### config.mk
export PLATFORM = sky130hd
export DESIGN_NAME = bptc_pres
export DESIGN_NICKNAME = d
export VERILOG_FILES = /design/src/design/bptc_pkg.sv /design/src/design/bptc_pres.sv
export SDC_FILE = /design/constraint.sdc
export NUM_CORES = 2
export LEC_CHECK = 0
export CORE_MARGIN = 3
export CORE_UTILIZATION = 45
export CTS_BUF_LIST = sky130_fd_sc_hd__clkbuf_2
export DETAILED_ROUTE_END_ITERATION = 10
export DONT_BUFFER_PORTS = 1
export PLACE_DENSITY = 0.69
export SYNTH_ARGS = -nofsm -noshare
export SYNTH_HDL_FRONTEND = slang
export SYNTH_SLANG_ARGS = --single-unit
### constraint.sdc
create_clock -name clk -period 10.8 [get_ports clk]
set_clock_uncertainty 0.2 [all_clocks]
set_input_delay 2.16 -clock clk [delete_from_list [all_inputs] [get_ports clk]]
set_output_delay 2.16 -clock clk [all_outputs]
set_load 0.02 [all_outputs]
### src/design/bptc_pkg.sv
// ----------------------------------------------------------------------------
// bptc_pkg
// Shared types and constants for the barometer pressure/temperature
// compensation pipeline.
// ----------------------------------------------------------------------------
package bptc_pkg;

  // Accept-to-strobe latency in clock cycles
  localparam int unsigned LATENCY = 9;

  // Calibration register indexes
  localparam logic [2:0] REG_C1 = 3'd0;
  localparam logic [2:0] REG_C2 = 3'd1;
  localparam logic [2:0] REG_C3 = 3'd2;
  localparam logic [2:0] REG_C4 = 3'd3;
  localparam logic [2:0] REG_C5 = 3'd4;
  localparam logic [2:0] REG_C6 = 3'd5;

  // Calibration reset values
  localparam logic [15:0] C1_RESET = 16'd40127;
  localparam logic [15:0] C2_RESET = 16'd36924;
  localparam logic [15:0] C3_RESET = 16'd23317;
  localparam logic [15:0] C4_RESET = 16'd23282;
  localparam logic [15:0] C5_RESET = 16'd33464;
  localparam logic [15:0] C6_RESET = 16'd28312;

  // Temperature thresholds, 0.01 degC
  localparam logic signed [19:0] TEMP_REF = 20'sd2000;
  localparam logic signed [19:0] TEMP_LOW = -20'sd1500;

  typedef struct packed {
    logic [15:0] c1;
    logic [15:0] c2;
    logic [15:0] c3;
    logic [15:0] c4;
    logic [15:0] c5;
    logic [15:0] c6;
  } cal_t;

  // First-order terms
  typedef struct packed {
    logic [23:0] d1;
    logic [19:0] temp;   // signed
    logic [17:0] t2;     // unsigned
    logic [39:0] off;    // signed
    logic [39:0] sens;   // signed
  } base_t;

  // Fully corrected terms
  typedef struct packed {
    logic [23:0] d1;
    logic [19:0] temp;   // signed
    logic [39:0] off;    // signed
    logic [39:0] sens;   // signed
  } comp_t;

endpackage

### src/design/bptc_pres.sv
// ----------------------------------------------------------------------------
// bptc_pres
// Pressure stages: D1*SENS as two partial products, recombine, then
// subtract OFF and scale to 0.01 mbar. Last stage is the result register.
// ----------------------------------------------------------------------------
module bptc_pres import bptc_pkg::*; (
  input  logic        clk,
  input  logic        rst,
  input  logic        in_valid,
  input  comp_t       in,
  output logic        done,
  output logic [31:0] pressure,
  output logic [19:0] temperature
);

  // stage 7
  logic               v7;
  logic [43:0]        pp_lo;
  logic signed [44:0] pp_hi;
  logic [39:0]        off7;
  logic [19:0]        temp7;

  // stage 8
  logic               v8;
  logic [64:0]        prod;
  logic [39:0]        off8;
  logic [19:0]        temp8;

  logic [44:0]        diff;

  assign diff = {prod[64], prod[64:21]} - {{5{off8[39]}}, off8};

  always_ff @(posedge clk) begin
    if (rst) begin
      v7   <= 1'b0;
      v8   <= 1'b0;
      done <= 1'b0;
    end else begin
      v7   <= in_valid;
      v8   <= v7;
      done <= v8;
    end
  end

  always_ff @(posedge clk) begin
    pp_lo <= in.d1 * in.sens[19:0];
    pp_hi <= $signed({1'b0, in.d1}) * $signed(in.sens[39:20]);
    off7  <= in.off;
    temp7 <= in.temp;

    prod  <= {pp_hi, 20'b0} + {21'b0, pp_lo};
    off8  <= off7;
    temp8 <= temp7;

    // shifted result spans 30 bits, so the 32-bit range always holds it
    pressure    <= {{2{diff[44]}}, diff[44:15]};
    temperature <= temp8;
  end

endmodule

Word level (Yosys, flattened, before mapping)
Index checks and enable logic that the tools add are counted.

cells by class
  multipliers = 2
  add/sub/neg operators = 2

operators with widths
  cell              count
  $add A65 B44 Y65  1
  $mul A25 B20 Y45  1
  $sub A44 B40 Y45  1
  $mul A24 B20 Y44  1

word-level totals
  logic and storage cells = 16
  flip-flop bits (word level) = 327

Depth between registers and ports, before layout
  depth after elaboration = 1
  gate-level depth with buffers = 26
  depth with buffers taken out = 25

Worst setup path after synthesis
Ideal clock, no wire load.

  kind = input port to flip-flop
  start point = input port in[5] (netlist name)
  end point = register pp_lo[40]
  path buffers = 1
  library setup time = 0.127 ns
  setup slack = 2.309 ns
  stages = 24
  arrival time = 8.164 ns
  cell sequence = clkbuf_1 -> nand2_1 -> fa_1 -> inv_1 -> fa_1 -> inv_1 -> fa_1 -> inv_1 -> fa_1 -> fa_1 -> fa_1 -> inv_1 -> fa_1 -> inv_1 -> ha_1 -> and4_1 -> and4_1 -> a22oi_1 -> a32oi_1 -> nand3_1 -> nand2b_1 -> a221oi_1 -> o21ai_0 -> xor2_1

on the way
  word-level cells in the longest chain between the ends = 1

RTL lines
  element               RTL line         source
  start, declared       bptc_pres.sv:10  input comp_t in,
  $mul A24 B20 Y44      bptc_pres.sv:46  pp_lo <= in.d1 * in.sens[19:0];
  end signal, assigned  bptc_pres.sv:46
  end, declared         bptc_pres.sv:18  logic [43:0] pp_lo;

No other way between the ends.
A chain may end at the register's enable or synchronous reset.

Final worst setup path
  start point = input port in[111] (netlist name)
  end point = register pp_hi[42]

on the way
  word-level cells in the longest chain between the ends = 1

RTL lines
  element               RTL line         source
  $mul A25 B20 Y45      bptc_pres.sv:47  pp_hi <= $signed({1'b0, in.d1}) * $signed(in.sens[39:20]);
  end signal, assigned  bptc_pres.sv:47
  end, declared         bptc_pres.sv:19  logic signed [44:0] pp_hi;

No other way between the ends.

==> results.toml <==
[floorplanning]
dieArea_mm2 = 0.0934
pin_count = 180
rows = 109
core_region_area_mm2 = 0.0886
start_util_pct = 45.6
die_x_um = 306
die-height_um = 306

[grt]
grt_remaining_overflow = 0
grt_use_total_pct = 22.5
grt_pass1_vias = 30783
antenna_found_initial = 3
grt_max_degree = 41
grt_pass1_wl_mm = 166

[yosys]
synthTopCellsByArea = "fa_1 (39%), dfxtp_1 (14%), ha_1 (12%)"
yosysTopAreaCellShare_pct = 38.9
async_flop_share_pct = 0
ys.flop_type = "dfxtp_1"
netlist_area_mm2 = 0.0404
synthDistinctLibCells = 74
yosysMostFrequentCell = "inv_1"
synth-seq-cells = 286
ys_warn_count = 0
avgSynthCellArea_um2 = 9.34
postSynthCellCount = 4325
syn-num-nets = 5636
netlist_top_cells_count = "inv_1 (928), fa_1 (785), nand2_1 (541)"
synth-edff-count = 0
synth_top_area_cell = "fa_1"
yosysSeqAreaShare_pct = 14.2

[critical_path]
cpMostUsedCell = "fa_1"
critical_path_depth = 21
r2r-end = "prod[46]"
crit_path_cell_trace = "and2_1 -> fa_1 -> fa_1 -> inv_1 -> fa_1 -> inv_1 -> fa_1 -> fa_1 -> fa_1 -> inv_1 -> fa_1 -> inv_1 -> ha_1 -> nand3_1 -> or3_1 -> o21ai_0 -> a211oi_1 -> a21o_1 -> o31ai_2 -> mux2i_1 -> o2111ai_1"
crit_start = "in[111]"
r2r_cells = 12
required_ns = 11.37
cp.arrival_ns = 8.44
path_buf_inv = 4
r2r_slack_ns = 7.36
worstReg2RegStart = "pp_lo[21]"
critPathKind = "input pin to flip-flop"
critPathCaptureType = "flip-flop"
max_stage_delay_ns = 0.56
critPathLaunchType = "input pin"
critPathMaxFanout = 40
crit_slowest_cell = "fa_1"
critPathTopFamily = "adder cells"
crit_end = "pp_hi[42]"

[detailed_routing]
first_pass_iters = 5
wl_mm = 101
wl_per_cell_um = 18.7
drtIter0Drc = 1730
ant_nets = 0
drc = 0
vias = 28230
viasPerCell = 5.20

[worst_hold_path]
worst_hold_path_type = "flip-flop to flip-flop"
whs_path_depth = 0

[timing]
drv_slew = 0
fmax_mhz = 127
setup_ws_ns = 2.93
setup_tns_ns = 0
hold_ws_ns = 0.0985
relSlewSlack_pct = 58.7
period_share_pct = 72.9
setup_viol = 0
hold_violations = 0
rsz0062_at_grt = "no"
fin_crit_ns = 7.87
tightest_slew_ns = 0.618

[placement]
dp_slack_ns = 1.97
io_buffers = 0
gp_congestion = 0.874
dpl.hpwl_mm = 76.5

[layout]
drive_gt1_share_pct = 3.17
nets = 5515
area_growth_pct = 3.39

[clocking]
cts_tree = "done"
holdBufCountCts = 0
clkSlewWorstSetupHoldPaths_ns = 0.10
clockBufferDepth = 3
cts-resized-gates = 0
clkSinkCount = 286
numCtsBuffers = 70
clock_latency_ns = 0.95
post-cts-setup-buffers = 0
htree_levels = 3
root_buffer = "clkbuf_2"

[outcome]
status = "finished, final reports clean"

[run]
drv_cap = 0
## flip-flops by register name, indices dropped and copies added (netlist names)
name and flops:
pressure 30, done 1, prod 44, pp_hi 45, v8 1, pp_lo 24
v7 1, temp7 20, temperature 20, off8 40, temp8 20, off7 40
## how the worst min path moves through the flow
stage	end	slack (ns)	start
6_report	off8[9]	0.1	off7[9]
5_1_grt	temp8[17]	0.11	temp7[17]
4_1_cts	off8[29]	0.10	off7[29]
3_5_place_dp	off8[21]	0.11	off7[21]
3_3_place_gp	temperature[13]	0.11	temp8[13]
2_1_floorplan	off8[0]	0.11	off7[0]
## cells in the final DEF, fill, tap and decap left out, types with 4 or more instances in the layout
cell	count
a211oi_1	9
a21o_1	55
a21o_2	4
a21oi_1	125
a221oi_1	4
a31o_2	4
a31oi_1	12
and2_1	462
and3_1	9
and4_1	8
clkbuf_2	92
clkinv_1	17
clkinv_2	9
dfxtp_1	286
fa_1	785
ha_1	399
inv_1	928
nand2_1	541
nand2b_1	22
nand3_1	32
nand4_1	24
nor2_1	78
nor2b_1	13
nor3_1	9
o211ai_1	17
o21a_1	14
o21ai_0	59
o21ai_1	5
o21bai_1	21
o31ai_1	6
xnor2_1	93
xor2_1	46
## area by class of cell
cell class	count	area, um2
Clock buffer	92	460
Tap cell	1165	1460
Timing Repair Buffer	1	7.51
Fill cell	8495	46900
Antenna cell	3	7.51
Inverter	928	3480
Sequential cell	286	5730
Clock inverter	33	196
Multi-Input combinational cell	2917	30400
## cells by family (layout without fill, tap and decap cells)
group                      Yosys count  count (layout)  synth area share (%)
DFF                                286             286                  14.2
muxes                                1               1                0.0248
xor gates and xnor gates           139             139                  3.01
AOI/OAI and AO/OA                  379             379                  6.13
and+or+nand+nor                   1214            1214                  14.9
adders and majority gates         1184            1184                  51.2
other                                0               3                     0
buffers and inverters             1122            1054                  10.5
## per-stage QoR
stage | cell area, um2 | std cells | utilization [%]
floorplan | 40400 | 4325 | -
global placement | 41100 | 5297 | 46.4
detailed placement | 41100 | 5297 | 46.4
CTS | 41800 | 5422 | 47.1
global route | 41800 | 5424 | 47.1
finish | 41800 | 5425 | 47.1
## metal layers
metal  GRT usage (%)  vias up  wire [um]
li1                -    12750          -
met1            30.0    14210      43300
met2            36.6     1081      46200
met3            5.49      189       8860
met4            6.78        0       2960
met5               0        -          0
Power is not shown: default switching activity piles up to over one toggle a cycle in this logic, so the estimate is an artifact.
