File: config.mk
export PLATFORM = sky130hd
export DESIGN_NAME = bptc_corr
export DESIGN_NICKNAME = d
export VERILOG_FILES = /design/src/design/bptc_pkg.sv /design/src/design/bptc_corr.sv
export SDC_FILE = /design/constraint.sdc
export NUM_CORES = 2
export LEC_CHECK = 0
export BUFFER_PORTS_ARGS = -buffer_cell sky130_fd_sc_hd__buf_2
export CAP_MARGIN = 10
export CORE_MARGIN = 5
export CORE_UTILIZATION = 40
export DETAILED_ROUTE_END_ITERATION = 8
export PLACE_DENSITY_LB_ADDON = 0.15
export REMOVE_ABC_BUFFERS = 1
export SYNTH_ARGS = -nofsm -noshare
export SYNTH_HDL_FRONTEND = slang
export SYNTH_SLANG_ARGS = --single-unit
File: constraint.sdc
create_clock -name clk -period 24.4 [get_ports clk]
set_clock_uncertainty 0.15 [all_clocks]
set_input_delay 4.88 -clock clk [delete_from_list [all_inputs] [get_ports clk]]
set_output_delay 4.88 -clock clk [all_outputs]
set_load 0.005 [all_outputs]
File: src/design/bptc_pkg.sv
// ----------------------------------------------------------------------------
// bptc_pkg
// Shared types and constants for the barometer pressure/temperature
// compensation pipeline.
// ----------------------------------------------------------------------------
package bptc_pkg;

  // Accept-to-strobe latency in clock cycles
  localparam int unsigned LATENCY = 9;

  // Calibration register indexes
  localparam logic [2:0] REG_C1 = 3'd0;
  localparam logic [2:0] REG_C2 = 3'd1;
  localparam logic [2:0] REG_C3 = 3'd2;
  localparam logic [2:0] REG_C4 = 3'd3;
  localparam logic [2:0] REG_C5 = 3'd4;
  localparam logic [2:0] REG_C6 = 3'd5;

  // Calibration reset values
  localparam logic [15:0] C1_RESET = 16'd40127;
  localparam logic [15:0] C2_RESET = 16'd36924;
  localparam logic [15:0] C3_RESET = 16'd23317;
  localparam logic [15:0] C4_RESET = 16'd23282;
  localparam logic [15:0] C5_RESET = 16'd33464;
  localparam logic [15:0] C6_RESET = 16'd28312;

  // Temperature thresholds, 0.01 degC
  localparam logic signed [19:0] TEMP_REF = 20'sd2000;
  localparam logic signed [19:0] TEMP_LOW = -20'sd1500;

  typedef struct packed {
    logic [15:0] c1;
    logic [15:0] c2;
    logic [15:0] c3;
    logic [15:0] c4;
    logic [15:0] c5;
    logic [15:0] c6;
  } cal_t;

  // First-order terms
  typedef struct packed {
    logic [23:0] d1;
    logic [19:0] temp;   // signed
    logic [17:0] t2;     // unsigned
    logic [39:0] off;    // signed
    logic [39:0] sens;   // signed
  } base_t;

  // Fully corrected terms
  typedef struct packed {
    logic [23:0] d1;
    logic [19:0] temp;   // signed
    logic [39:0] off;    // signed
    logic [39:0] sens;   // signed
  } comp_t;

endpackage

File: src/design/bptc_corr.sv
// ----------------------------------------------------------------------------
// bptc_corr
// Second-order stages: squares of the temperature deltas, OFF2/SENS2,
// then the corrected TEMP, OFF and SENS.
// ----------------------------------------------------------------------------
module bptc_corr import bptc_pkg::*; (
  input  logic  clk,
  input  logic  rst,
  input  logic  in_valid,
  input  base_t in,
  output logic  out_valid,
  output comp_t out
);

  logic signed [20:0] tm;
  logic signed [20:0] tl;
  logic signed [41:0] sq_m;
  logic signed [41:0] sq_l;
  logic [40:0]        a5;
  logic [40:0]        b7;
  logic [40:0]        b11;

  // stage 4
  logic        v4;
  base_t       b4;
  logic [36:0] a4;
  logic [36:0] q4;
  logic        lt4;
  logic        vlt4;

  // stage 5
  logic        v5;
  base_t       b5;
  logic [40:0] off2;
  logic [40:0] sens2;
  logic        lt5;

  assign tm   = $signed({in.temp[19], in.temp}) - 21'sd2000;
  assign tl   = $signed({in.temp[19], in.temp}) + 21'sd1500;
  assign sq_m = tm * tm;
  assign sq_l = tl * tl;

  assign a5  = {4'b0, a4} + {2'b0, a4, 2'b0};
  assign b7  = {1'b0, q4, 3'b0} - {4'b0, q4};
  assign b11 = {1'b0, q4, 3'b0} + {3'b0, q4, 1'b0} + {4'b0, q4};

  always_ff @(posedge clk) begin
    if (rst) begin
      v4        <= 1'b0;
      v5        <= 1'b0;
      out_valid <= 1'b0;
    end else begin
      v4        <= in_valid;
      v5        <= v4;
      out_valid <= v5;
    end
  end

  always_ff @(posedge clk) begin
    b4   <= in;
    a4   <= sq_m[36:0];
    q4   <= sq_l[36:0];
    lt4  <= $signed(in.temp) < TEMP_REF;
    vlt4 <= $signed(in.temp) < TEMP_LOW;

    // each term floored on its own, as specified
    b5    <= b4;
    lt5   <= lt4;
    off2  <= lt4 ? ({1'b0, a5[40:1]} + (vlt4 ? b7 : 41'd0)) : 41'd0;
    sens2 <= lt4 ? ({2'b0, a5[40:2]} + (vlt4 ? {1'b0, b11[40:1]} : 41'd0)) : 41'd0;

    out.d1   <= b5.d1;
    out.temp <= lt5 ? (b5.temp - {2'b0, b5.t2}) : b5.temp;
    out.off  <= b5.off - off2[39:0];
    out.sens <= b5.sens - sens2[39:0];
  end

endmodule

# Word level (Yosys, flattened, before mapping)
# Cells that the tools add are included.
dict set report op_classes {
  add_sub_neg 11
  mul 2
  order_cmp 2
  muxes 3
}
# cell n
set ops {}
lappend ops {{two-way mux 40 bit} 2}
lappend ops {{subtractor 40 bit} 2}
lappend ops {{multiplier 21 x 21 -> 37 bit} 2}
lappend ops {{adder 40 x 38 -> 41 bit} 1}
lappend ops {{adder 41 x 37 -> 41 bit} 1}
lappend ops {{adder 37 x 39 -> 40 bit} 1}
lappend ops {{adder 38 x 40 -> 40 bit} 1}
lappend ops {{adder 39 x 40 -> 40 bit} 1}
lappend ops {{less-than comparator 20 x 12 -> 1 bit, second input constant} 2}
lappend ops {{subtractor 40 x 37 -> 40 bit} 1}
lappend ops {{adder 20 x 12 -> 21 bit, second input constant} 1}
lappend ops {{subtractor 20 x 12 -> 21 bit, second input constant} 1}
lappend ops {{two-way mux 20 bit} 1}
lappend ops {{subtractor 20 x 18 -> 20 bit} 1}
dict set report totals {
  reg_bits 568
  input_bits 145
  out_inout_bits 125
  wordCells 42
}

# Depth between registers and ports, before layout
dict set report depth {
  ltp_word 4
  depth_mapped 38
  mapped_depth_nobuf 36
}

# Worst setup path after synthesis
# OpenSTA, ideal clock, no wires.
dict set report synth_timing {
  path_kind {input -> register}
  start {input port in[102] (netlist bit)}
  end {register q4[36]}
  setup_time_ns 0.120
  t_arrival_ns 13.484
  t_required_ns 24.130
  setup_slack_ns 10.646
  cell_stages 38
  n_path_buf 3
  cell_sequence {clkbuf_1 inv_1 clkbuf_1 ha_1 a21oi_1 nand2b_1 o31ai_1 nor2b_1 nand2b_1 xor2_1 inv_1 clkbuf_1 nand2_1 fa_1 inv_1 fa_1 inv_1 fa_1 [... 2 more ...] fa_1 fa_1 inv_1 fa_1 inv_1 ha_1 a21o_1 a21o_1 a21o_1 a21oi_1 nor3b_1 o211ai_1 a31oi_1 o21ai_0 a41oi_1 nor3b_1 o21bai_1 xnor2_1}
}
dict set report synth_between {
  elab_chain_cells 2
}
# element line
set synth_lines {}
lappend synth_lines {{start: declaration} bptc_corr.sv:10} ;# input base_t in,
lappend synth_lines {{adder 20 x 12 -> 21 bit} bptc_corr.sv:39} ;# assign tl = $signed({in.temp[19], in.temp}) + 21'sd1500;
lappend synth_lines {{multiplier 21 x 21 -> 37 bit} bptc_corr.sv:41} ;# assign sq_l = tl * tl;
lappend synth_lines {{via sq_l[36]} bptc_corr.sv:18} ;# logic signed [41:0] sq_l;
lappend synth_lines {{end signal: assignment} bptc_corr.sv:62} ;# q4 <= sq_l[36:0];
lappend synth_lines {{end: declaration} bptc_corr.sv:27} ;# logic [36:0] q4;
# The timed path passes the listed nets, and every way through them passes these cells.
# A chain may end at the register's enable or synchronous reset.

# Worst setup path after layout
dict set report layout_timing {
  start {input port in[100] (netlist bit)}
  end {register q4[36]}
}
# The elaborated chain is that of the path after synthesis.

==> impl_metrics.tcl <==
set metrics [dict create \
    status "completed" \
    crit_path_start "in[100]" \
    final_cell_mix "inv_1 (1107), fa_1 (784), dfxtp_1 (561)" \
    clkLatencyLatePin_ns 0.66 \
    start_kind "input port" \
    hold_start "b4[0]" \
    worst_pin_slew_ns 1.13 \
    path_class "in2reg" \
    worst_path_largest_cell_delay_ns 0.68 \
    dr.pass1.iters 5 \
    ctsHoldBuffers 0 \
    async_flop_share_pct 0 \
    cts_resized 0 \
    grt_use_total_pct 19.7 \
    h-tree-depth 3 \
    synthToLayoutAreaGrowth_pct 11.0 \
    synth_edf_count 0 \
    drc 0 \
    path_max_fanout 26 \
    wl_met3_um 6260 \
    hold_viol_final 0 \
    tns_ns 0 \
    period_share_pct 62.3 \
    routed.top_layer "met5" \
    core_um2 131000 \
    cts_root_buffer "clkbuf_16" \
    yosysWarnings 0 \
    worstRegToRegCells 24 \
    ys_ff_latch 562 \
    antenna_found_initial 7 \
    vias_per_cell 4.84 \
    m1WireLength_um 59400 \
    fin_crit_ns 15.20 \
    globalplace.congestion 0.891 \
    final_common_cell "inv_1" \
    grt_pass1_wl_um 216000 \
    num_vias 36800 \
    drt-wirelength-per-cell_um 17.4 \
    drive_gt1_share_pct 7.96 \
    clk_pin_slew_ns 0.06 \
    clock_path_buffers 3 \
    io_buffer_count 269 \
    slew_viol_final 0 \
    synth_area_um2 52500 \
    grt_start_max_net_pins 79 \
    die-area_um2 139000 \
    crit_path_end "q4[36]" \
    hpwl_um 109000 \
    timing.fmax_mhz 65.8 \
    slew_headroom_pct 24.4 \
    ant_nets 0 \
    rrSetupSlack_ns 17.38 \
    start_util_pct 40.1 \
    max_cap_viol_count 0 \
    hp-class "reg2reg" \
    cts_tree "yes" \
    met2_length_um 63000 \
    num_rows 133 \
    r2r_start "q4[2]" \
    first_global_vias 40100 \
    crit_slowest_cell "inv_1" \
    synth_flop_cell "dfxtp_1" \
    ys_seq_area_share_pct 21.4 \
    required_ns 24.75 \
    syn_inst 5524 \
    syn_area_per_cell_um2 9.51 \
    crit_arrival_ns 15.55 \
    end_kind "flop" \
    setup-violations-final 0 \
    nNetsFinal 7233 \
    numCtsBuffers 66 \
    rsz0062_at_grt "no" \
    synthDistinctLibCells 78 \
    ioPinCount 270 \
    grt.overflow.total 0 \
    drt_iter0_drc 1680 \
    r2r-end "sens2[39]" \
    postCtsSetupBuffers 0 \
    die_y_um 372 \
    die_x_um 372 \
    drt_wl_total_um 132000 \
    cts_sinks 562 \
]
cells in the mapped netlist (6+ instances only):
| master | n | area share, % |
|---|---|---|
| and3_1 | 40 | 0.48 |
| o21bai_1 | 43 | 0.61 |
| nand2b_1 | 66 | 0.79 |
| a211oi_1 | 28 | 0.40 |
| nor3_1 | 62 | 0.59 |
| ha_1 | 502 | 12 |
| mux2_2 | 11 | 0.24 |
| a21boi_0 | 20 | 0.29 |
| or3_1 | 18 | 0.21 |
| a21o_1 | 152 | 2.2 |
| a31o_2 | 6 | 0.10 |
| a21oi_1 | 244 | 2.3 |
| clkinv_1 | 9 | 0.064 |
| o31a_1 | 6 | 0.10 |
| or2_2 | 15 | 0.18 |
| fa_1 | 784 | 30 |
| a221oi_1 | 7 | 0.12 |
| and4_1 | 6 | 0.10 |
| nand4_1 | 14 | 0.17 |
| a211o_1 | 13 | 0.22 |
| inv_1 | 1107 | 7.9 |
| a31oi_1 | 23 | 0.27 |
| a2111oi_0 | 7 | 0.12 |
| clkbuf_1 | 93 | 0.66 |
| o2111ai_1 | 6 | 0.10 |
| nand2_1 | 349 | 2.5 |
| dfxtp_1 | 562 | 21 |
| nor2b_1 | 58 | 0.69 |
| o21a_1 | 60 | 0.86 |
| nor3b_1 | 19 | 0.27 |
| o211ai_1 | 16 | 0.23 |
| nand3_1 | 50 | 0.48 |
| xnor2_1 | 257 | 4.3 |
| o21ai_0 | 140 | 1.3 |
| nor2_1 | 379 | 2.7 |
| and2_1 | 127 | 1.5 |
| o31ai_1 | 15 | 0.21 |
| nor4_1 | 8 | 0.095 |
| xor2_1 | 119 | 2.0 |
| a41oi_1 | 7 | 0.12 |
worst max-delay path, delay by kind of cell:
| kind | cells | cell delay, ns |
|---|---|---|
| AO/OA/AOI/OAI | 11 | 2.93 |
| XOR/XNOR | 2 | 0.32 |
| adder cells (fa/ha/maj) | 9 | 4.17 |
| buffers and inverters | 10 | 1.89 |
| AND/OR/NAND/NOR | 6 | 1.34 |
per-stage QoR:
step / setup slack, ns / area [um^2] / hold WS [ns] / utilization [%] / cells
4_1_cts: 9.21 / 58300 / 0.173 / 44.5 / 7607
3_5_place_dp: 8.58 / 56100 / 0.162 / 42.8 / 7489
5_1_grt: 8.44 / 58300 / 0.178 / 44.5 / 7608
3_3_place_gp: 8.85 / 56100 / 0.160 / 42.8 / 7489
6_report: 9.20 / 58300 / 0.171 / 44.5 / 7609
2_1_floorplan: 10.86 / 52200 / 0.160 / - / 5431
per-layer routing:
metal | vias to the layer above | GRT usage [%]
met5 | - | 0
met1 | 17900 | 25.9
met4 | 6 | 5.72
met3 | 204 | 2.59
met2 | 766 | 34.1
li1 | 18000 | -
logic make-up after synthesis:
| group | count (synthesis) | share of synthesized area [%] |
|---|---|---|
| other cells | 1 | 0.00714 |
| compound gates | 848 | 10.6 |
| buf+inv | 1212 | 8.66 |
| xor+xnor | 376 | 6.27 |
| fa+ha+maj | 1286 | 41.8 |
| mux | 13 | 0.274 |
| flops | 562 | 21.4 |
| simple gates | 1226 | 11.0 |
sequential cells by signal, summed over array words and instances (netlist names), 34 cells and up:
register and flops:
q4 36, sens2 39, b5 142, off2 40, a4 34, out 124, b4 141
cell type report:
| type | count | area, um^2 |
|---|---|---|
| timing repair buffer | 303 | 1600 |
| tap | 1755 | 2200 |
| sequential | 562 | 11300 |
| multi-input combinational | 3750 | 36800 |
| inverter | 1119 | 4200 |
| clock inverter | 33 | 423 |
| antenna | 2 | 5.00 |
| fill | 12900 | 72600 |
| clock buffer | 85 | 1810 |
worst min path at each step:
stage                          end  depth (start not counted)
final                        b5[0]                          0
after global placement    out[113]                          0
after detailed placement   b5[101]                          0
after global routing        b5[45]                          0
after floorplan              b5[0]                          0
after CTS                   b5[27]                          0
Power is left out: the tool's default activity adds up to more than one toggle a clock period on the data nets, which glitch-free logic cannot reach.
