--- config.mk ---
export PLATFORM = sky130hd
export DESIGN_NAME = bptc_coef
export DESIGN_NICKNAME = d
export VERILOG_FILES = /design/src/design/bptc_pkg.sv /design/src/design/bptc_coef.sv
export SDC_FILE = /design/constraint.sdc
export NUM_CORES = 2
export LEC_CHECK = 0
export ABC_CLOCK_PERIOD_IN_PS = 7210
export BUFFER_PORTS_ARGS = -buffer_cell sky130_fd_sc_hd__buf_2
export CAP_MARGIN = 20
export CORE_MARGIN = 2
export CORE_UTILIZATION = 25
export DETAILED_ROUTE_END_ITERATION = 8
export PLACE_DENSITY_LB_ADDON = 0.12
export SLEW_MARGIN = 20
export SYNTH_ARGS = -nofsm -noshare
export SYNTH_HDL_FRONTEND = slang
export SYNTH_SLANG_ARGS = --single-unit
export TNS_END_PERCENT = 5
--- constraint.sdc ---
create_clock -name clk -period 7.21 [get_ports clk]
set_clock_uncertainty 0.2 [all_clocks]
set_input_delay 1.442 -clock clk [delete_from_list [all_inputs] [get_ports clk]]
set_output_delay 1.442 -clock clk [all_outputs]
set_load 0.01 [all_outputs]
--- src/design/bptc_pkg.sv ---
// ----------------------------------------------------------------------------
// bptc_pkg
// Shared types and constants for the barometer pressure/temperature
// compensation pipeline.
// ----------------------------------------------------------------------------
package bptc_pkg;

  // Accept-to-strobe latency in clock cycles
  localparam int unsigned LATENCY = 9;

  // Calibration register indexes
  localparam logic [2:0] REG_C1 = 3'd0;
  localparam logic [2:0] REG_C2 = 3'd1;
  localparam logic [2:0] REG_C3 = 3'd2;
  localparam logic [2:0] REG_C4 = 3'd3;
  localparam logic [2:0] REG_C5 = 3'd4;
  localparam logic [2:0] REG_C6 = 3'd5;

  // Calibration reset values
  localparam logic [15:0] C1_RESET = 16'd40127;
  localparam logic [15:0] C2_RESET = 16'd36924;
  localparam logic [15:0] C3_RESET = 16'd23317;
  localparam logic [15:0] C4_RESET = 16'd23282;
  localparam logic [15:0] C5_RESET = 16'd33464;
  localparam logic [15:0] C6_RESET = 16'd28312;

  // Temperature thresholds, 0.01 degC
  localparam logic signed [19:0] TEMP_REF = 20'sd2000;
  localparam logic signed [19:0] TEMP_LOW = -20'sd1500;

  typedef struct packed {
    logic [15:0] c1;
    logic [15:0] c2;
    logic [15:0] c3;
    logic [15:0] c4;
    logic [15:0] c5;
    logic [15:0] c6;
  } cal_t;

  // First-order terms
  typedef struct packed {
    logic [23:0] d1;
    logic [19:0] temp;   // signed
    logic [17:0] t2;     // unsigned
    logic [39:0] off;    // signed
    logic [39:0] sens;   // signed
  } base_t;

  // Fully corrected terms
  typedef struct packed {
    logic [23:0] d1;
    logic [19:0] temp;   // signed
    logic [39:0] off;    // signed
    logic [39:0] sens;   // signed
  } comp_t;

endpackage

--- src/design/bptc_coef.sv ---
// ----------------------------------------------------------------------------
// bptc_coef
// First-order stages: dT, the four dT products, then TEMP, OFF, SENS and T2.
// ----------------------------------------------------------------------------
module bptc_coef import bptc_pkg::*; (
  input  logic        clk,
  input  logic        rst,
  input  cal_t        cal,
  input  logic        in_valid,
  input  logic [23:0] d1,
  input  logic [23:0] d2,
  output logic        out_valid,
  output base_t       out
);

  // stage 1
  logic               v1;
  logic [23:0]        d1_s1;
  logic signed [24:0] dt;

  // stage 2
  logic               v2;
  logic [23:0]        d1_s2;
  logic signed [41:0] p6;
  logic signed [41:0] p4;
  logic signed [41:0] p3;
  logic signed [49:0] pdd;

  always_ff @(posedge clk) begin
    if (rst) begin
      v1        <= 1'b0;
      v2        <= 1'b0;
      out_valid <= 1'b0;
    end else begin
      v1        <= in_valid;
      v2        <= v1;
      out_valid <= v2;
    end
  end

  always_ff @(posedge clk) begin
    d1_s1 <= d1;
    dt    <= $signed({1'b0, d2}) - $signed({1'b0, cal.c5, 8'b0});

    d1_s2 <= d1_s1;
    p6    <= dt * $signed({1'b0, cal.c6});
    p4    <= dt * $signed({1'b0, cal.c4});
    p3    <= dt * $signed({1'b0, cal.c3});
    pdd   <= dt * dt;

    out.d1   <= d1_s2;
    out.temp <= {p6[41], p6[41:23]} + TEMP_REF;
    out.t2   <= pdd[48:31];
    out.off  <= {{5{p4[41]}}, p4[41:7]} + {8'b0, cal.c2, 16'b0};
    out.sens <= {{6{p3[41]}}, p3[41:8]} + {9'b0, cal.c1, 15'b0};
  end

endmodule

---- Word level (Yosys, flattened, before mapping) ----
Index checks and enable logic that the tools add are counted.
cells by class
  $add $sub $neg .......................... 4
  multipliers ............................. 4
  div/mod/pow operators ................... 0
  $lt $le $gt $ge ......................... 0
  eq/ne operators ......................... 0
  shift operators ......................... 0
  mux-type cells .......................... 0
  bitwise gates (word level) .............. 0
  reduce and logical (&&, ||, !) cells .... 0
operators by type and width
  operator                number
  $mul 25x17->42          3
  $mul 25x25->49          1
  $add 35x33->36          1
  $add 34x32->35          1
  $sub 24x24->25          1
  $add 19x12->20 const B  1
word-level totals
  flip-flop bits (word level) ............. 384
  latch bits .............................. 0
  memory bits (writable) .................. 0
  bits in read-only memories .............. 0
  output and inout bits ................... 143
  word-level logic and storage cells ...... 23
  memories ................................ 0

---- Logic depth before layout (Yosys ltp) ----
  depth after elaboration ................. 1
  mapped depth ............................ 29

---- Worst setup path before layout ----
OpenSTA, ideal clock, no wires.
  path type ............................... input-to-reg
  start point ............................. input port cal[5] (netlist bit)
  end point ............................... register p6[40]
  setup time .............................. 0.106 ns
  arrival time ............................ 7.123 ns
  data required time ...................... 6.904 ns
  setup slack ............................. -0.219 ns
  cell stages on the path ................. 22
  buffers on the path ..................... 2
  cell sequence ........................... clkbuf_1 clkbuf_1 nand2_1 fa_1 inv_1 fa_1 inv_1 fa_1 fa_1 fa_1 inv_1 fa_1 ha_1 a21o_1 a21o_1 a211oi_1 o21a_1 o21ai_1 o211ai_1 a21oi_1 or4b_1 o311ai_0
on the way
  cells in the longest elaborated chain, start to end .. 1
ends and longest elaborated chain
  element               RTL line         text
  start, declared       bptc_coef.sv:8   input cal_t cal,
  $mul 25x17->42        bptc_coef.sv:46  p6 <= dt * $signed({1'b0, cal.c6});
  end signal, assigned  bptc_coef.sv:46
  end, declared         bptc_coef.sv:24  logic signed [41:0] p6;
Every way passes these cells.
A chain may end at the register's enable or synchronous reset.

---- Final worst setup path ----
  start point ............................. register dt[3]
  end point ............................... register pdd[47]
on the way
  cells in the longest elaborated chain, start to end .. 1
ends and longest elaborated chain
  element                 RTL line         text
  start, declared         bptc_coef.sv:19  logic signed [24:0] dt;
  start signal, assigned  bptc_coef.sv:43  dt <= $signed({1'b0, d2}) - $signed({1'b0, cal.c5, 8'b0});
  $mul 25x25->49          bptc_coef.sv:49  pdd <= dt * dt;
  end signal, assigned    bptc_coef.sv:49
  end, declared           bptc_coef.sv:27  logic signed [49:0] pdd;
Every way passes these cells.

==> impl_metrics.tcl <==
set metrics [dict create \
    maxSlewHeadroom_pct 62.0 \
    track_usage_pct 14.5 \
    cts.htree.levels 2 \
    tightestPinTransition_ns 0.565 \
    fmaxAchievable_mhz 136 \
    floorplan.rows 194 \
    final-seq-area_um2 6390 \
    r2r_end "pdd[47]" \
    detail_route.vias_per_cell 4.05 \
    drc_errors 0 \
    post_synthesis_share_of_cell_area_spent_on_full_adders_half_adders_and_majority_gates_pct 59.4 \
    mappedNetlistNets 9803 \
    fp.dieW_um 534 \
    timing.final.crit_share_pct 102 \
    final-hold-violation-count 0 \
    routability_congestion_estimate_from_global_placement 0.787 \
    core-area_um2 279000 \
    hold_path_class "register to register" \
    dr.first_iter.drc_count 1728 \
    yosys-mux-area-fraction_pct 0.0607 \
    setup-tns-final_ns -0.278 \
    fp.dieArea_um2 285000 \
    io_buffers 289 \
    clock_tree_from_tritoncts "yes" \
    filler_cell_count 29697 \
    main_combinational_cell_family_by_area_after_synthesis "adder cells" \
    worst_flop_to_flop_path_startpoint "dt[3]" \
    report.final.setup_viol 5 \
    placement.cell_area_um2 80700 \
    num_io_pins 290 \
    worstPathArrival_ns 7.73 \
    ys_seq_elements 315 \
    run_status "complete, but fails checks" \
    synth_warnings 0 \
    mostFrequentLayoutCell "sky130_fd_sc_hd__inv_1" \
    net_total_in_the_final_layout 10609 \
    grt_start_max_net_pins 71 \
    cts_num_sinks 315 \
    worst-r2r-setup-slack_ns -0.17 \
    drt_first_pass_iters 5 \
    synth_xor_area_share_pct 2.37 \
    yosys.area.top_type_share_pct 50.5 \
    postRouteWirelength_um 204000 \
    synth_seq_area_share_pct 9.00 \
    violations_in_the_final_reports "setup timing" \
    setup_slack_at_placement_ns -0.902 \
    final_critical_delay_including_setup_and_external_delays_ns 7.38 \
    syn_area_um2 70100 \
    cts.reportedPaths.clkPinSlew_ns 0.08 \
    min_from "pdd[33]" \
    timing_max_transition_violations_final 0 \
    layout_common_cells "sky130_fd_sc_hd__inv_1, sky130_fd_sc_hd__fa_1, sky130_fd_sc_hd__nand2_1, sky130_fd_sc_hd__buf_4, sky130_fd_sc_hd__and2_1" \
    synth_cells 7387 \
    clockRootBuffer "sky130_fd_sc_hd__clkbuf_16" \
    setup.worst_path.start "dt[3]" \
    criticalPathCategory "register to register" \
    numCtsBuffers 46 \
    detailroute.via_count 48529 \
    grt_setup_unrepaired "yes" \
    crit_path_max_fanout 4 \
    worst_setup_path_start_kind "register" \
    gr-total-overflow 0 \
    cp.required_ns 7.56 \
    mean_post_synth_cell_area_um2 9.49 \
    yosys.area_share.simple_pct 13.1 \
    clk_path_buf_depth 3 \
    netlist_top_cells_area "sky130_fd_sc_hd__fa_1, sky130_fd_sc_hd__inv_1, sky130_fd_sc_hd__dfxtp_1, sky130_fd_sc_hd__ha_1, sky130_fd_sc_hd__and2_1" \
    start_util_pct 25.1 \
    post_drt_antenna_nets 0 \
    global_route_wire_length_before_repair_um 323000 \
    worstSetupEndpoint "pdd[47]" \
    synth_edf_count 0 \
    clock_latency_ns 0.71 \
    antenna_violations_before_repair 32 \
    die_y_extent_um 534 \
    area_fraction_in_compound_gates_after_synthesis_pct 3.51 \
    finalInstanceArea_um2 83800 \
    end_kind "register" \
    rr_worst_depth 24 \
    via_count_of_the_first_global_routing_pass 55945 \
    areaGrowthSynthToFinish_pct 19.5 \
    post_route_cells_drive_above_1_share_pct 15.8 \
    timing.max_cap.violations 0 \
    ys.flop_type "sky130_fd_sc_hd__dfxtp_1" \
    final_critical_path_setup_slack_ns -0.168 \
    area_taken_by_multi_input_logic_gates_um2 55400 \
    detailed_place_hpwl_um 170000 \
    async_flop_share_pct 0 \
    wl_per_cell_um 17.1 \
    synth.largest_area_cell "sky130_fd_sc_hd__fa_1" \
    ys_types 74 \
]
## routing by layer
metal	vias to the layer above	share of wire, %	GRT usage (%)
met4	4	1.6	2.35
met5	-	0.010	0
met1	24911	47	20.4
met2	693	47	24.6
met3	124	3.8	1.40
li1	22797	-	-
## state kept, by name, summed over array words and instances, names as in the netlist
register / cells
out: 133
v1: 1
d1_s1: 24
out_valid: 1
dt: 25
d1_s2: 24
p6: 19
p3: 34
p4: 35
pdd: 18
v2: 1
## logic make-up after synthesis
kind of cell,Yosys count
fa+ha+maj,2269
simple gates,1902
xor+xnor,190
compound gates,371
flops,315
mux,4
buf+inv,2336
## how the worst min path moves through the flow
stage,to,cells after the start
floorplan,d1_s2[0],0
global placement,d1_s2[0],0
detailed placement,out[86],0
CTS,out[82],0
global route,out[41],0
finish,out[82],0
## timing repair
| item | 4_1_cts | 5_1_grt |
|---|---|---|
| gates resized for setup | 69 | 116 |
| hold buffers | 0 | 0 |
| pin swaps | 44 | 49 |
| gates cloned | 0 | 7 |
| setup endpoints to repair | 40 | 47 |
| setup buffers | 46 | 13 |
## Yosys cell counts (11+ instances only)
| library cell | count |
|---|---|
| sky130_fd_sc_hd__ha_1 | 502 |
| sky130_fd_sc_hd__o21ai_0 | 64 |
| sky130_fd_sc_hd__nand2b_1 | 19 |
| sky130_fd_sc_hd__nand4_1 | 14 |
| sky130_fd_sc_hd__xnor2_1 | 142 |
| sky130_fd_sc_hd__nand2_1 | 951 |
| sky130_fd_sc_hd__inv_1 | 2022 |
| sky130_fd_sc_hd__a21oi_1 | 111 |
| sky130_fd_sc_hd__fa_1 | 1767 |
| sky130_fd_sc_hd__a211oi_1 | 22 |
| sky130_fd_sc_hd__or3_1 | 15 |
| sky130_fd_sc_hd__a21o_1 | 50 |
| sky130_fd_sc_hd__and2_1 | 606 |
| sky130_fd_sc_hd__a31oi_1 | 11 |
| sky130_fd_sc_hd__o21a_1 | 16 |
| sky130_fd_sc_hd__and3_1 | 21 |
| sky130_fd_sc_hd__nor2_1 | 127 |
| sky130_fd_sc_hd__dfxtp_1 | 315 |
| sky130_fd_sc_hd__nand3_1 | 38 |
| sky130_fd_sc_hd__o21bai_1 | 11 |
| sky130_fd_sc_hd__nor3_1 | 41 |
| sky130_fd_sc_hd__clkbuf_1 | 303 |
| sky130_fd_sc_hd__xor2_1 | 48 |
| sky130_fd_sc_hd__nor2b_1 | 41 |
## critical path, stage by stage, from the launching register on
cell	delay, ns
sky130_fd_sc_hd__dfxtp_4	0.41
sky130_fd_sc_hd__buf_6	0.15
sky130_fd_sc_hd__and2_4	0.16
sky130_fd_sc_hd__buf_4	0.13
sky130_fd_sc_hd__fa_1	0.53
sky130_fd_sc_hd__inv_1	0.06
sky130_fd_sc_hd__fa_1	0.53
sky130_fd_sc_hd__inv_1	0.05
sky130_fd_sc_hd__fa_1	0.49
sky130_fd_sc_hd__fa_2	0.58
sky130_fd_sc_hd__fa_2	0.44
sky130_fd_sc_hd__fa_1	0.55
sky130_fd_sc_hd__inv_1	0.05
sky130_fd_sc_hd__fa_1	0.47
sky130_fd_sc_hd__inv_1	0.04
sky130_fd_sc_hd__ha_2	0.33
sky130_fd_sc_hd__and3_4	0.18
sky130_fd_sc_hd__nand4_1	0.12
sky130_fd_sc_hd__a31o_4	0.32
sky130_fd_sc_hd__or4b_4	0.56
sky130_fd_sc_hd__o21ai_4	0.24
sky130_fd_sc_hd__a221oi_2	0.10
sky130_fd_sc_hd__buf_4	0.15
sky130_fd_sc_hd__nor2b_4	0.13
sky130_fd_sc_hd__o311ai_4	0.27
## metrics by stage
| stage | std cells | util [%] | hold slack [ns] |
|---|---|---|---|
| after floorplan | 7387 | - | 0.110 |
| after detailed placement | 11805 | 28.9 | 0.112 |
| after CTS | 11936 | 29.7 | 0.117 |
| after global placement | 11805 | 28.9 | 0.110 |
| after global routing | 11957 | 30.0 | 0.128 |
| final | 11969 | 30.0 | 0.120 |
## final cells by class
class,count,area share [%]
multi-input cells,4736,66.1
repair buffers,1072,9.57
inverters,2022,9.07
flip-flops and latches,315,7.63
well taps,3724,5.56
clock buffers,56,1.49
clock inverters,29,0.493
diodes,15,0.0448
Power is left out: the tool's default activity adds up to more than one toggle a clock period on the data nets, which glitch-free logic cannot reach.
